==> config.mk <==
export PLATFORM = sky130hd
export DESIGN_NAME = glb_mac_cell
export DESIGN_NICKNAME = d
export VERILOG_FILES = /design/src/hdl/glb_pkg.sv /design/src/hdl/glb_mac_cell.sv
export VERILOG_INCLUDE_DIRS = /design/src /design/src/hdl
export SDC_FILE = /design/constraint.sdc
export NUM_CORES = 1
export LEC_CHECK = 0
export ABC_AREA = 1
export BUFFER_PORTS_ARGS = -buffer_cell sky130_fd_sc_hd__clkbuf_2
export CORE_ASPECT_RATIO = 0.6
export CORE_UTILIZATION = 35
export DETAILED_ROUTE_END_ITERATION = 8
export GPL_ROUTABILITY_DRIVEN = 1
export PLACE_DENSITY_LB_ADDON = 0.25
export SETUP_SLACK_MARGIN = 0.02
export SYNTH_ARGS = -nofsm -noshare
export SYNTH_HDL_FRONTEND = slang
export SYNTH_SLANG_ARGS = --single-unit
==> constraint.sdc <==
create_clock -name clk -period 8.58 [get_ports clk]
set_input_delay 1.716 -clock clk [delete_from_list [all_inputs] [get_ports clk]]
set_output_delay 1.716 -clock clk [all_outputs]
set_load 0.01 [all_outputs]
==> src/hdl/gaussian_line_blur_defines.svh <==
// assertion macros shared by the gaussian line blur modules
`ifndef GAUSSIAN_LINE_BLUR_DEFINES_SVH
`define GAUSSIAN_LINE_BLUR_DEFINES_SVH

// same-cycle implication, sampled on clk, off while rst_n is low
`define GLB_ASSERT_IMP(lbl, ante, cons, msg) \
  lbl: assert property (@(posedge clk) disable iff (!rst_n) (ante) |-> (cons)) \
    else $error(msg);

// next-cycle implication, sampled on clk, off while rst_n is low
`define GLB_ASSERT_NXT(lbl, ante, cons, msg) \
  lbl: assert property (@(posedge clk) disable iff (!rst_n) (ante) |=> (cons)) \
    else $error(msg);

`endif

==> src/hdl/glb_pkg.sv <==
// shared types, register codes and reset values for the gaussian line blur
package glb_pkg;

  localparam int WEIGHT_W    = 16;
  localparam int FRAC_BITS   = 16;
  localparam int RADIUS_W    = 3;
  localparam int NUM_WEIGHTS = 6;
  localparam int CFG_IDX_W   = 3;
  localparam int CFG_DATA_W  = 16;

  typedef logic [WEIGHT_W-1:0] weight_t;
  typedef weight_t weight_set_t [NUM_WEIGHTS];

  // configuration register indexes
  localparam logic [CFG_IDX_W-1:0] REG_RADIUS   = 3'd0;
  localparam logic [CFG_IDX_W-1:0] REG_WEIGHT_0 = 3'd1;
  localparam logic [CFG_IDX_W-1:0] REG_WEIGHT_1 = 3'd2;
  localparam logic [CFG_IDX_W-1:0] REG_WEIGHT_2 = 3'd3;
  localparam logic [CFG_IDX_W-1:0] REG_WEIGHT_3 = 3'd4;
  localparam logic [CFG_IDX_W-1:0] REG_WEIGHT_4 = 3'd5;
  localparam logic [CFG_IDX_W-1:0] REG_WEIGHT_5 = 3'd6;

  // register values after reset
  localparam logic [RADIUS_W-1:0] RADIUS_RST = 3'd4;
  localparam weight_set_t WEIGHT_RST = '{16'd26145, 16'd15858, 16'd3538,
                                         16'd290, 16'd9, 16'd0};

  // control bits that travel with each item down the pipeline
  typedef struct packed {
    logic valid;
    logic last;
  } stage_ctl_t;

  // accumulator width: signed pair sum times unsigned weight, summed over all taps
  function automatic int glb_acc_w(input int sample_bits, input int max_radius);
    return sample_bits + 1 + WEIGHT_W + 1 + $clog2(max_radius);
  endfunction

endpackage

==> src/hdl/glb_mac_cell.sv <==
// one tap cell of the filter chain: multiply its operand by its weight and add
`include "gaussian_line_blur_defines.svh"

module glb_mac_cell
  import glb_pkg::*;
#(
  parameter int SAMPLE_BITS = 16,
  parameter int MAX_RADIUS  = 6,
  parameter int TAP         = 0
) (
  input  logic                                        clk,
  input  logic                                        rst_n,
  input  stage_ctl_t                                  ctl_in,
  input  logic signed [glb_acc_w(SAMPLE_BITS, MAX_RADIUS)-1:0] acc_in,
  input  logic [MAX_RADIUS*(SAMPLE_BITS+1)-1:0]       ops_in,
  input  weight_t                                     weight,
  input  logic                                        ready_in,
  output logic                                        ready_out,
  output stage_ctl_t                                  ctl_out,
  output logic signed [glb_acc_w(SAMPLE_BITS, MAX_RADIUS)-1:0] acc_out,
  output logic [MAX_RADIUS*(SAMPLE_BITS+1)-1:0]       ops_out
);

  localparam int OP_W   = SAMPLE_BITS + 1;
  localparam int ACC_W  = glb_acc_w(SAMPLE_BITS, MAX_RADIUS);
  localparam int PROD_W = OP_W + WEIGHT_W + 1;

  logic signed [OP_W-1:0]       op;
  logic signed [WEIGHT_W:0]     w_s;
  logic signed [PROD_W-1:0]     prod;
  logic signed [ACC_W-1:0]      sum;

  logic                         valid_r;
  logic                         last_r;
  logic signed [ACC_W-1:0]      acc_r;
  logic [MAX_RADIUS*OP_W-1:0]   ops_r;

  // this cell's product and running sum
  assign op   = ops_in[TAP*OP_W +: OP_W];
  assign w_s  = {1'b0, weight};
  assign prod = w_s * op;
  assign sum  = acc_in + ACC_W'(prod);

  // stage moves when empty or when the next cell takes its item
  assign ready_out = !valid_r || ready_in;

  always_ff @(posedge clk) begin
    if (!rst_n) begin
      valid_r <= 1'b0;
    end else if (ready_out) begin
      valid_r <= ctl_in.valid;
    end
  end

  always_ff @(posedge clk) begin
    if (ready_out && ctl_in.valid) begin
      last_r <= ctl_in.last;
      acc_r  <= sum;
      ops_r  <= ops_in;
    end
  end

  assign ctl_out.valid = valid_r;
  assign ctl_out.last  = last_r;
  assign acc_out       = acc_r;
  assign ops_out       = ops_r;

  // a stalled cell keeps its item and its partial sum
  `GLB_ASSERT_NXT(a_cell_hold, valid_r && !ready_in, valid_r && $stable(acc_r),
                  "mac cell lost or changed a stalled partial sum")

endmodule

==> results.rst, run 1 <==
.. list-table::
   :header-rows: 1

   * - Metric
     - Value
   * - Cell count after placement
     - approximately 2.7k
   * - Reg clk slew, reported paths
     - roughly 0.070 ns
   * - Setup crit end kind
     - flop
   * - Post-Syn Area
     - 15900 um^2
   * - Max cap viols
     - 0
   * - Worst Clk Skew
     - ~0.021 ns
   * - Per-cell via count in the routed design
     - around 4.5
   * - Post-placement cell area
     - between 15000 and 20000 um^2
   * - Yosys cell types
     - 24
   * - Number of clock buffers inserted by TritonCTS
     - 17
   * - Cells along the critical path
     - clkbuf_2 > inv_1 > nor2_1 > fa_1 > inv_1 > fa_1 > inv_1 > fa_1 > fa_1 > fa_1 > inv_1 > fa_1 > inv_1 > ha_1 > nand2_1 > inv_1 > a21oi_1 > inv_1 > a21oi_1 > nand3_1 > nand2_1 > nand2_1
   * - Initial Utilization
     - 35.47%
   * - Worst Hold Class
     - flop to flop
   * - Routed wire length per instance
     - 16.01 um
   * - Maximum buffer depth of the clock tree
     - 2
   * - Data arrival time at the worst-slack endpoint
     - 7.13 ns
   * - Number of nets in the synthesized netlist
     - roughly 2.4k
   * - Area growth syn-to-layout
     - 16.59%
   * - Worst Hold Launch
     - valid_r$_SDFFE_PN0N_
   * - Chip height
     - approximately 170 um
   * - Worst flop-to-flop path startpoint
     - valid_r$_SDFFE_PN0N_
   * - Multiplexer share of the synthesized area
     - 0%
   * - Combinational family with the most area after synthesis
     - adder cells
   * - Half-perimeter wire length of the detailed placement result
     - around 36000 um
   * - Horiz. Die Dim
     - 277.2 um
   * - CP Depth
     - 22
   * - Outcome
     - finished clean
   * - Filler instances
     - about 4.5k
   * - Setup TNS after final layout
     - 0 ns
   * - Area enclosed by the die boundary
     - between 40000 and 50000 um^2
   * - Worst Reg-to-Reg Cells
     - 3
   * - Non-filler cells, final
     - between 2k and 3k
   * - Total of buffers placed on input and output ports
     - roughly 300
   * - Post-Place Setup Slack
     - roughly 1.3 ns
   * - Wire length of the first global-routing pass
     - between 60000 and 70000 um
   * - Number of failing setup endpoints in the final timing report
     - 0
   * - Max Freq
     - between 100 and 150 MHz
   * - Worst-case headroom to the max-slew limit
     - about 54%
   * - CP startpoint kind
     - input port
   * - Origin of the worst setup path
     - ops_in[16]
   * - Row count
     - 60
   * - Flops & latches, synth
     - roughly 140
   * - Cell area after layout
     - 18540 um^2
   * - Internal reg-to-reg setup slack
     - ~6.3 ns
   * - Final worst path period need
     - roughly 7 ns
   * - Fraction of final layout cells sized beyond drive strength 1
     - 16.81%
   * - Worst endpoint required time
     - 8.76 ns
   * - Actual transition at the worst max-transition pin
     - 0.6968 ns
   * - Core outline area
     - 44820 um^2
   * - Remaining design rule violation count
     - 0
   * - Cell chosen for the clock root
     - clkbuf_16
   * - Clock Sinks
     - about 140
   * - Starting DRT DRC Count
     - 846
   * - Vias in the first global route
     - 12.30k
   * - Simple-gate share of the synthesized area
     - between 10 and 15%
   * - Number of hold-repair buffers added at the cts stage
     - 0
   * - Post-Synth XOR/XNOR Area
     - less than 1%
   * - DR pass1 iterations
     - 6
   * - Worst flop-to-flop path endpoint
     - ops_out[11]$_DFFE_PP_
   * - Cell with the biggest individual delay on the critical path
     - fa_1
   * - Vias
     - between 10k and 15k
   * - Maximum fanout along the worst path
     - 17
   * - Post-cts repair resize count
     - 0
   * - Category of the critical setup timing path
     - input port to flop
   * - Category of cells accounting for the largest share of critical-path delay
     - adder cells
   * - Most used cells in the layout excluding fill and tap cells
     - inv_1, nand2_1, clkbuf_2
   * - Most used cell along the critical path
     - inv_1
   * - Number of antenna violations at the first check in global routing
     - 2
   * - Endpoint of the most critical setup path
     - acc_out[30]$_DFFE_PP_
   * - Antenna violation net count after detailed routing
     - 0
   * - Mean cell area of the mapped netlist
     - about 8.7 um^2
   * - Total GRT Usage
     - between 15 and 20%
   * - Pin count of the biggest net entering global routing
     - 55
   * - Later-pin clock latency in the skew report
     - roughly 0.44 ns
   * - Worst path max stage delay
     - roughly 0.54 ns
   * - Count of buffer and inverter cells on the critical path
     - 8
   * - Total overflow reported by the global router
     - 0
   * - Setup Buffers After CTS
     - 0
   * - Sequential share of the synthesized area
     - between 20% and 30%
   * - Synth warn
     - 0
   * - Commonest non-fill, non-tap cell in the layout
     - inv_1
   * - Share of the synthesized area in compound gates (AO/OA/AOI/OAI)
     - less than 1%
   * - Synthesized netlist cell count
     - roughly 1.8k
   * - Setup ws final
     - ~1.6 ns
   * - Synthesized-area fraction occupied by adder cells
     - approximately 40%
   * - Fin nets
     - approximately 2.6k
   * - Setup repair after global routing missed its margin
     - no
   * - CTS tree
     - built
   * - Routed wire length
     - ~43000 um
   * - H-Tree Depth
     - 4
   * - GPL Wtd Cong
     - 0.8774
   * - Ratio of final minimum period to clock period
     - 81.08%
   * - Top-level port count
     - between 300 and 400
   * - Count of endpoints failing hold in the final timing report
     - 0
   * - Final Max Slew Viols
     - 0
-- cells in the mapped netlist --
library cell / count / share of area, %
a21boi_0: 1 / 0.047
a21o_1: 1 / 0.047
a21oi_1: 21 / 0.66
and2_1: 3 / 0.12
buf_1: 1 / 0.024
buf_4: 2 / 0.094
clkbuf_1: 64 / 1.5
dfxtp_1: 1 / 0.13
edfxtp_1: 140 / 26
fa_1: 243 / 31
ha_1: 131 / 10
inv_1: 607 / 14
nand2_1: 502 / 12
nand2_2: 7 / 0.28
nand3_1: 22 / 0.69
nand3_2: 2 / 0.13
nand4_1: 4 / 0.16
nor2_1: 51 / 1.2
nor3_1: 1 / 0.031
o21bai_1: 1 / 0.047
or2_1: 1 / 0.039
or2_2: 7 / 0.28
xnor2_1: 4 / 0.22
xor2_1: 14 / 0.77
-- flip-flops by register name, indices dropped and copies added (netlist names) --
register	count
acc_out	37
last_r	1
ops_out	102
valid_r	1
-- per-stage QoR --
step,hold WS [ns],util (%)
after global routing,0.6044,41.35
final,0.5721,41.36
after CTS,0.5722,41.35
after global placement,0.5361,39.98
after floorplan,0.5666,-
after detailed placement,0.5616,39.98
-- cell type report --
class | count | area (um^2) | area share [%]
tap | 589 | 737.0 | 3.976
timing repair buffer | 304 | 1529 | 8.248
multi-input combinational | 1016 | 9149 | 49.36
clock buffer | 17 | 425.4 | 2.295
sequential | 141 | 4224 | 22.79
antenna | 1 | 2.502 | 0.01350
clock inverter | 15 | 191.4 | 1.033
inverter | 607 | 2278 | 12.29
-- cells by family after synthesis --
kind of cell	Yosys count
adders and majority gates	374
DFF	141
xor gates and xnor gates	18
AOI/OAI and AO/OA	24
buffers and inverters	674
and+or+nand+nor	600
-- worst min path at each step --
stage / to / slack [ns] / cells after the start
after global placement: valid_r$_SDFFE_PN0N_ / 0.54 / 2
after global routing: valid_r$_SDFFE_PN0N_ / 0.60 / 2
after CTS: valid_r$_SDFFE_PN0N_ / 0.57 / 2
after detailed placement: valid_r$_SDFFE_PN0N_ / 0.56 / 2
after floorplan: valid_r$_SDFFE_PN0N_ / 0.57 / 2
final: valid_r$_SDFFE_PN0N_ / 0.57 / 2
-- layer usage --
metal  GRT usage (%)  share of wire (%)  routed length, um
met1           27.77                 47              20090
met2           30.74                 46              19860
met3           3.977                6.0               2575
met4           3.261                1.2                526
met5               0                  0                  0
-- worst min-delay path, cell delays in order (launching register included) --
cell and delay [ns]:
dfxtp_1 0.35, nand2_1 0.09, a21boi_0 0.08
Power of run 1 is left out: the tool's default activity adds up to more than one toggle a clock period on the data nets, which glitch-free logic cannot reach.
==> inputs of run 2 (changes only) <==
- clock period: 8.58 -> 5.8 ns (I/O delays scaled with it)
==> results.rst, run 2 (same netlist as run 1, synthesis figures left out) <==
.. list-table::
   :header-rows: 1

   * - Metric
     - Value
   * - Max FFs per register
     - 102 (unchanged)
   * - Maximum fanout along the worst path
     - 13 (-4)
   * - Filler instances
     - 4366 (-3.8%)
   * - Later-pin clock latency in the skew report
     - 0.44 ns (about the same)
   * - Worst Clk Skew
     - 0.01016 ns (-0.01087 ns)
   * - Starting DRT DRC Count
     - 792 (-6.4%)
   * - Area enclosed by the die boundary
     - 46310 um^2 (unchanged)
   * - Final worst path period need
     - approximately 5.7 ns
   * - Most used cells in the layout excluding fill and tap cells
     - inv_1, nand2_1, clkbuf_2
   * - Number of hold-repair buffers added at the cts stage
     - 0 (unchanged)
   * - Post-route worst hold slack
     - 0.5778 ns (+0.005726 ns)
   * - Vias in the first global route
     - 13.03k (+5.9%)
   * - Chip height
     - 167.1 um (unchanged)
   * - Max Freq
     - around 180 MHz
   * - Maximum buffer depth of the clock tree
     - 2 (unchanged)
   * - Routed wire length per instance
     - 14.86 um (-7.2%)
   * - Total GRT Usage
     - 18.58% (-0.82 points)
   * - Clock Sinks
     - 141 (unchanged)
   * - Routed wire length
     - 42120 um (-2.2%)
   * - Number of antenna violations at the first check in global routing
     - 1 (-1)
   * - Per-cell via count in the routed design
     - 4.353 (-2.3%)
   * - Reg clk slew, reported paths
     - 0.07 ns (about the same)
   * - Data arrival time at the worst-slack endpoint
     - 5.87 ns (-1.26 ns)
   * - Cell chosen for the clock root
     - clkbuf_16
   * - CTS tree
     - built
   * - Worst Reg-to-Reg Cells
     - 2 (-1)
   * - Worst Hold Launch
     - valid_r$_SDFFE_PN0N_
   * - Number of failing setup endpoints in the final timing report
     - 0 (unchanged)
   * - Number of cells on the worst hold path
     - 2 (unchanged)
   * - Worst flop-to-flop path endpoint
     - ops_out[35]$_DFFE_PP_
   * - Row count
     - 60 (unchanged)
   * - Combined area of the multi-input logic cells
     - 9852 um^2 (+7.7%)
   * - DR pass1 iterations
     - 5 (-1)
   * - Vias
     - 12.34k (+2.9%)
   * - Pin count of the biggest net entering global routing
     - 88 (+60%)
   * - Internal reg-to-reg setup slack
     - 4.00 ns (-2.29 ns)
   * - Register cell area after layout
     - 4224 um^2 (unchanged)
   * - Top-level port count
     - 302 (unchanged)
   * - WHS Endpoint
     - valid_r$_SDFFE_PN0N_
   * - Final Max Slew Viols
     - 0 (unchanged)
   * - Setup crit end kind
     - flop
   * - Count of endpoints failing hold in the final timing report
     - 0 (unchanged)
   * - Horiz. Die Dim
     - 277.2 um (unchanged)
   * - Worst flop-to-flop path startpoint
     - valid_r$_SDFFE_PN0N_
   * - Setup repair after global routing missed its margin
     - yes
   * - Worst-case headroom to the max-slew limit
     - 25.23% (-28 points)
   * - Antenna violation net count after detailed routing
     - 0 (unchanged)
   * - Half-perimeter wire length of the detailed placement result
     - 35170 um (-3.1%)
   * - Outcome
     - finished clean
   * - Fin nets
     - 2766 (+5.5%)
   * - Initial Utilization
     - 35.47% (unchanged)
   * - Antenna diode count
     - 0 (-1)
   * - Remaining design rule violation count
     - 0 (unchanged)
   * - Worst endpoint required time
     - 5.99 ns (-2.77 ns)
   * - GPL Wtd Cong
     - 0.8729 (-0.51%)
   * - Category of the critical setup timing path
     - input port to flop
   * - H-Tree Depth
     - 4 (unchanged)
   * - Worst Hold Class
     - flop to flop
   * - Total overflow reported by the global router
     - 0 (unchanged)
   * - Core outline area
     - 44820 um^2 (unchanged)
   * - Max cap viols
     - 0 (unchanged)
   * - Number of clock buffers inserted by TritonCTS
     - 17 (unchanged)
   * - Ratio of final minimum period to clock period
     - 97.94%
   * - Fraction of final layout cells sized beyond drive strength 1
     - 28.20% (+11 points)
   * - Wire length of the first global-routing pass
     - 67220 um (-1.9%)
   * - Area growth syn-to-layout
     - 28.74%
   * - Actual transition at the worst max-transition pin
     - 1.122 ns (+0.4248 ns)
   * - Total of buffers placed on input and output ports
     - 301 (unchanged)
   * - Commonest non-fill, non-tap cell in the layout
     - inv_1
   * - CP startpoint kind
     - input port
[run 2: cell types whose count changed in the layout (fill, tap and decap cells not counted), moves of 14 or more]
cell,previous run,this run
a21oi_1,20,6
buf_4,3,144
clkbuf_2,301,274
ha_1,131,107
ha_4,0,24
inv_1,607,589
inv_2,0,16
nand2_1,502,458
nand2_2,7,38
nor2_1,51,33
[run 2: how the worst max path moves through the flow]
stage                     from                    end  slack (ns)  cells after the start
floorplan            ops_in[6]  acc_out[34]$_DFFE_PP_       -0.01                     24
global placement    ops_in[16]  acc_out[26]$_DFFE_PP_       -0.56                     23
detailed placement  ops_in[16]  acc_out[26]$_DFFE_PP_       -0.55                     22
CTS                 ops_in[16]  acc_out[30]$_DFFE_PP_        0.02                     22
global route        weight[10]  acc_out[26]$_DFFE_PP_       -0.07                     24
finish              weight[10]  acc_out[26]$_DFFE_PP_        0.12                     24
[run 2: routing by layer]
layer	up-vias	routed length, um	global-route usage (%)
met3	28	1986	2.456
li1	5993	-	-
met1	6051	19800	25.80
met2	264	19910	31.21
met5	-	0	0
met4	0	418	3.696
[run 2: metrics by stage]
stage / setup TNS [ns] / utilization (%) / cell area (um^2) / std cells / setup WS [ns]
floorplan: -0.03075 / - / 16510 / 1831 / -0.01333
global route: -0.3765 / 45.67 / 20470 / 2834 / -0.06968
detailed placement: -11.00 / 42.82 / 19190 / 2791 / -0.5525
finish: 0 / 45.67 / 20470 / 2834 / 0.1193
global placement: -10.59 / 42.82 / 19190 / 2791 / -0.5616
CTS: 0 / 44.22 / 19820 / 2826 / 0.01575
[run 2: layout make-up]
type / instances / share of cell area [%]
Multi-Input combinational cell: 1016 / 48.13
Tap cell: 589 / 3.600
Timing Repair Buffer: 449 / 13.66
Sequential cell: 141 / 20.64
Clock inverter: 15 / 0.7274
Clock buffer: 17 / 2.078
Inverter: 607 / 11.16
[run 2: timing repair]
item                                    CTS  global route
buffers inserted                          3             7
pin swaps                                 0            28
endpoints found under the setup margin   11            25
cloned                                    0             1
resized for setup                        12           184
[run 2: worst max-delay path, cell delays in order]
cell	delay (ns)
buf_4	0.18
nand2_1	0.07
inv_1	0.05
fa_1	0.54
inv_1	0.06
fa_1	0.52
inv_1	0.05
fa_1	0.50
inv_1	0.06
fa_1	0.55
fa_1	0.43
fa_1	0.49
inv_1	0.06
ha_4	0.24
nand2_2	0.13
inv_1	0.05
nand2_1	0.06
nand2_1	0.10
a21oi_4	0.19
nand2_4	0.10
nand2_2	0.11
nand2_1	0.06
nand2_1	0.05
nand2_1	0.06
Power of run 2 is left out for the same reason.
==> inputs of run 3 (changes only) <==
- ABC_AREA: 1 -> unset
==> results.rst, run 3 <==
.. list-table::
   :header-rows: 1

   * - Metric
     - Value
   * - Most area-hungry cell type in the Yosys netlist
     - fa_1
   * - Worst Hold Class
     - flop to flop
   * - Yosys cell types
     - 55 (+130%)
   * - Initial Utilization
     - 35.64% (+0.16 points)
   * - Number of antenna violations at the first check in global routing
     - 0 (-1)
   * - Ratio of final minimum period to clock period
     - 108.2% (+10 points)
   * - Top-level port count
     - 302 (unchanged)
   * - Antenna violation net count after detailed routing
     - 0 (unchanged)
   * - Post-synth top area share
     - 32.43% (+1.8 points)
   * - Share of synthesized registers carrying an async set or reset
     - 0% (unchanged)
   * - Number of hold-repair buffers added at the cts stage
     - 0 (unchanged)
   * - Number of clock buffers inserted by TritonCTS
     - 17 (unchanged)
   * - Mean cell area of the mapped netlist
     - 10.74 um^2 (+24%)
   * - Per-cell via count in the routed design
     - 4.468 (+2.6%)
   * - Post-Place Setup Slack
     - -1.199 ns (-0.6469 ns)
   * - Detail Route met2 WL
     - 17770 um (-11%)
   * - Commonest cells in the netlist
     - inv_1, fa_1, and2_1, nand2_1, edfxtp_1
   * - Actual transition at the worst max-transition pin
     - 0.6804 ns (-0.4412 ns)
   * - Combined area of the multi-input logic cells
     - 10050 um^2 (+2.0%)
   * - Clock Sinks
     - 141 (unchanged)
   * - DR pass1 iterations
     - 5 (unchanged)
   * - Max FFs per register
     - 102 (unchanged)
   * - H-Tree Depth
     - 4 (unchanged)
   * - GPL Wtd Cong
     - 0.9074 (+4.0%)
   * - Filler instances
     - 3901 (-11%)
   * - Number of failing setup endpoints in the final timing report
     - 21 (+21)
   * - Row count
     - 58 (-3.3%)
   * - Commonest non-fill, non-tap cell in the layout
     - inv_1
   * - Flops & latches, synth
     - 141 (unchanged)
   * - Horiz. Die Dim
     - 269.3 um (-2.9%)
   * - Met1 routed wirelength after detailed routing
     - 21680 um (+9.5%)
   * - Vias
     - 11.03k (-11%)
   * - Internal reg-to-reg setup slack
     - 3.71 ns (-0.29 ns)
   * - Worst Clk Skew
     - 0.02016 ns (+0.009997 ns)
   * - Category of the critical setup timing path
     - input port to flop
   * - Routed wire length per instance
     - 17.20 um (+16%)
   * - Most used flip-flop cell after synthesis
     - edfxtp_1
   * - Cell count after placement
     - 2411 (-14%)
   * - Remaining design rule violation count
     - 0 (unchanged)
   * - Failing checks
     - negative setup slack
   * - Reg clk slew, reported paths
     - 0.09 ns (+0.02 ns)
   * - Max Freq
     - 159.4 MHz (-9.5%)
   * - Register cell area after layout
     - 4224 um^2 (unchanged)
   * - Worst-case headroom to the max-slew limit
     - 54.64% (+29 points)
   * - Post-Syn Area
     - 15000 um^2 (-5.7%)
   * - CTS tree
     - built
   * - Non-filler cells, final
     - 2469 (-13%)
   * - Setup crit end kind
     - flop
   * - Vias in the first global route
     - 11.54k (-11%)
   * - Fin nets
     - 2420 (-13%)
   * - Setup TNS after final layout
     - -6.057 ns (-6.057 ns)
   * - Wire length of the first global-routing pass
     - 66000 um (-1.8%)
   * - Cells along the critical path
     - clkbuf_16 > and2_4 > fa_1 > inv_1 > fa_1 > fa_2 > fa_2 > inv_2 > fa_1 > inv_1 > fa_1 > inv_2 > ha_4 > buf_6 > nand4_1 > a211oi_2 > o21a_1 > o2111a_2 > o211ai_2 > buf_6 > and2_4 > o2111a_1
   * - Total GRT Usage
     - 19.82% (+1.2 points)
   * - Area enclosed by the die boundary
     - 43710 um^2 (-5.6%)
   * - Wire length on met3
     - 2678 um (+35%)
   * - Most used cell along the critical path
     - fa_1
   * - Final Max Slew Viols
     - 0 (unchanged)
   * - Maximum buffer depth of the clock tree
     - 2 (unchanged)
   * - Most used cells in the layout excluding fill and tap cells
     - inv_1, clkbuf_2, fa_1
   * - Later-pin clock latency in the skew report
     - 0.45 ns (about the same)
   * - Routed wire length
     - 42460 um (+0.82%)
   * - Half-perimeter wire length of the detailed placement result
     - 35240 um (+0.20%)
   * - Worst endpoint required time
     - 6.01 ns (+0.02 ns)
   * - Cell with the most instances after synthesis
     - inv_1
   * - Worst path max stage delay
     - 0.64 ns (+0.09 ns)
   * - CP startpoint kind
     - input port
   * - Outcome
     - complete, but fails checks
   * - Core outline area
     - 42090 um^2 (-6.1%)
   * - Starting DRT DRC Count
     - 539 (-32%)
   * - Antenna diode count
     - 0 (unchanged)
   * - Fraction of final layout cells sized beyond drive strength 1
     - 37.86% (+9.7 points)
   * - Setup repair after global routing missed its margin
     - yes
   * - Area growth syn-to-layout
     - 37.09%
   * - Synthesized netlist cell count
     - 1397 (-24%)
   * - Cell with the biggest individual delay on the critical path
     - fa_2
   * - Count of endpoints failing hold in the final timing report
     - 0 (unchanged)
   * - Total overflow reported by the global router
     - 0 (unchanged)
   * - Uppermost metal layer occupied by signal nets
     - met4
   * - Chip height
     - 162.4 um (-2.8%)
   * - Cell chosen for the clock root
     - clkbuf_16
   * - EDFF count, synth
     - 140 (unchanged)
   * - Data arrival time at the worst-slack endpoint
     - 6.49 ns (+0.62 ns)
   * - Synth warn
     - 0 (unchanged)
   * - Sequential share of the synthesized area
     - 28.16% (+1.6 points)
   * - Setup ws final
     - -0.4748 ns (-0.5941 ns)
   * - Main area contributors after synthesis
     - fa_1, edfxtp_1, ha_1
   * - Final worst path period need
     - 6.275 ns (+0.5941 ns)
   * - Maximum fanout along the worst path
     - 7 (-6)
   * - Pin count of the biggest net entering global routing
     - 53 (-40%)
   * - Total of buffers placed on input and output ports
     - 301 (unchanged)
   * - Max cap viols
     - 0 (unchanged)
   * - Number of nets in the synthesized netlist
     - 1931 (-18%)
run 3: routing by layer:
| layer | track usage, % | up-vias |
|---|---|---|
| met2 | 28.73 | 276 |
| li1 | - | 5273 |
| met1 | 29.85 | 5459 |
| met5 | 0 | - |
| met4 | 3.409 | 0 |
| met3 | 5.145 | 23 |
run 3: worst paths after layout:
check	to	depth (start not counted)	start
worst max-delay path	acc_out[30]$_DFFE_PP_	22	weight[7]
worst min-delay path	valid_r$_SDFFE_PN0N_	2	valid_r$_SDFFE_PN0N_
worst max register to register	ops_out[99]$_DFFE_PP_	3	valid_r$_SDFFE_PN0N_
worst min register to register	valid_r$_SDFFE_PN0N_	2	valid_r$_SDFFE_PN0N_
run 3: repair_timing:
| action | 4_1_cts | 5_1_grt |
|---|---|---|
| cloned | 2 | 1 |
| pin swaps | 58 | 65 |
| endpoints found under the setup margin | 23 | 25 |
| resized for setup | 178 | 90 |
| setup buffers | 14 | 12 |
run 3: final cells by class:
cell class,instances,share of cell area (%)
multi-input combinational,862,48.89
tap,570,3.468
sequential,141,20.54
inverter,350,6.414
timing repair buffer,514,17.72
clock inverter,15,0.8945
clock buffer,17,2.069
run 3: cell families after synthesis:
kind of cell,Yosys count,share of synthesized area (%)
AOI/OAI and AO/OA,105,4.821
xor gates and xnor gates,27,1.577
adders and majority gates,374,43.36
buffers and inverters,394,9.952
DFF,141,28.16
and+or+nand+nor,356,12.13
run 3: worst max-delay path: cells and delay by family:
| family | cells | cell delay, ns |
|---|---|---|
| adders and majority gates | 7 | 3.30 |
| AOI/OAI and AO/OA | 5 | 1.02 |
| buffers and inverters | 7 | 0.59 |
| and+or+nand+nor | 3 | 0.42 |
run 3: through the flow:
step,instance area (um^2),hold WS (ns),utilization [%]
6_report,20560,0.5686,48.85
4_1_cts,20170,0.5753,47.93
3_5_place_dp,18610,0.5637,44.20
5_1_grt,20560,0.6076,48.85
3_3_place_gp,18610,0.5194,44.20
2_1_floorplan,15300,0.5658,-
Power of run 3 is left out for the same reason.
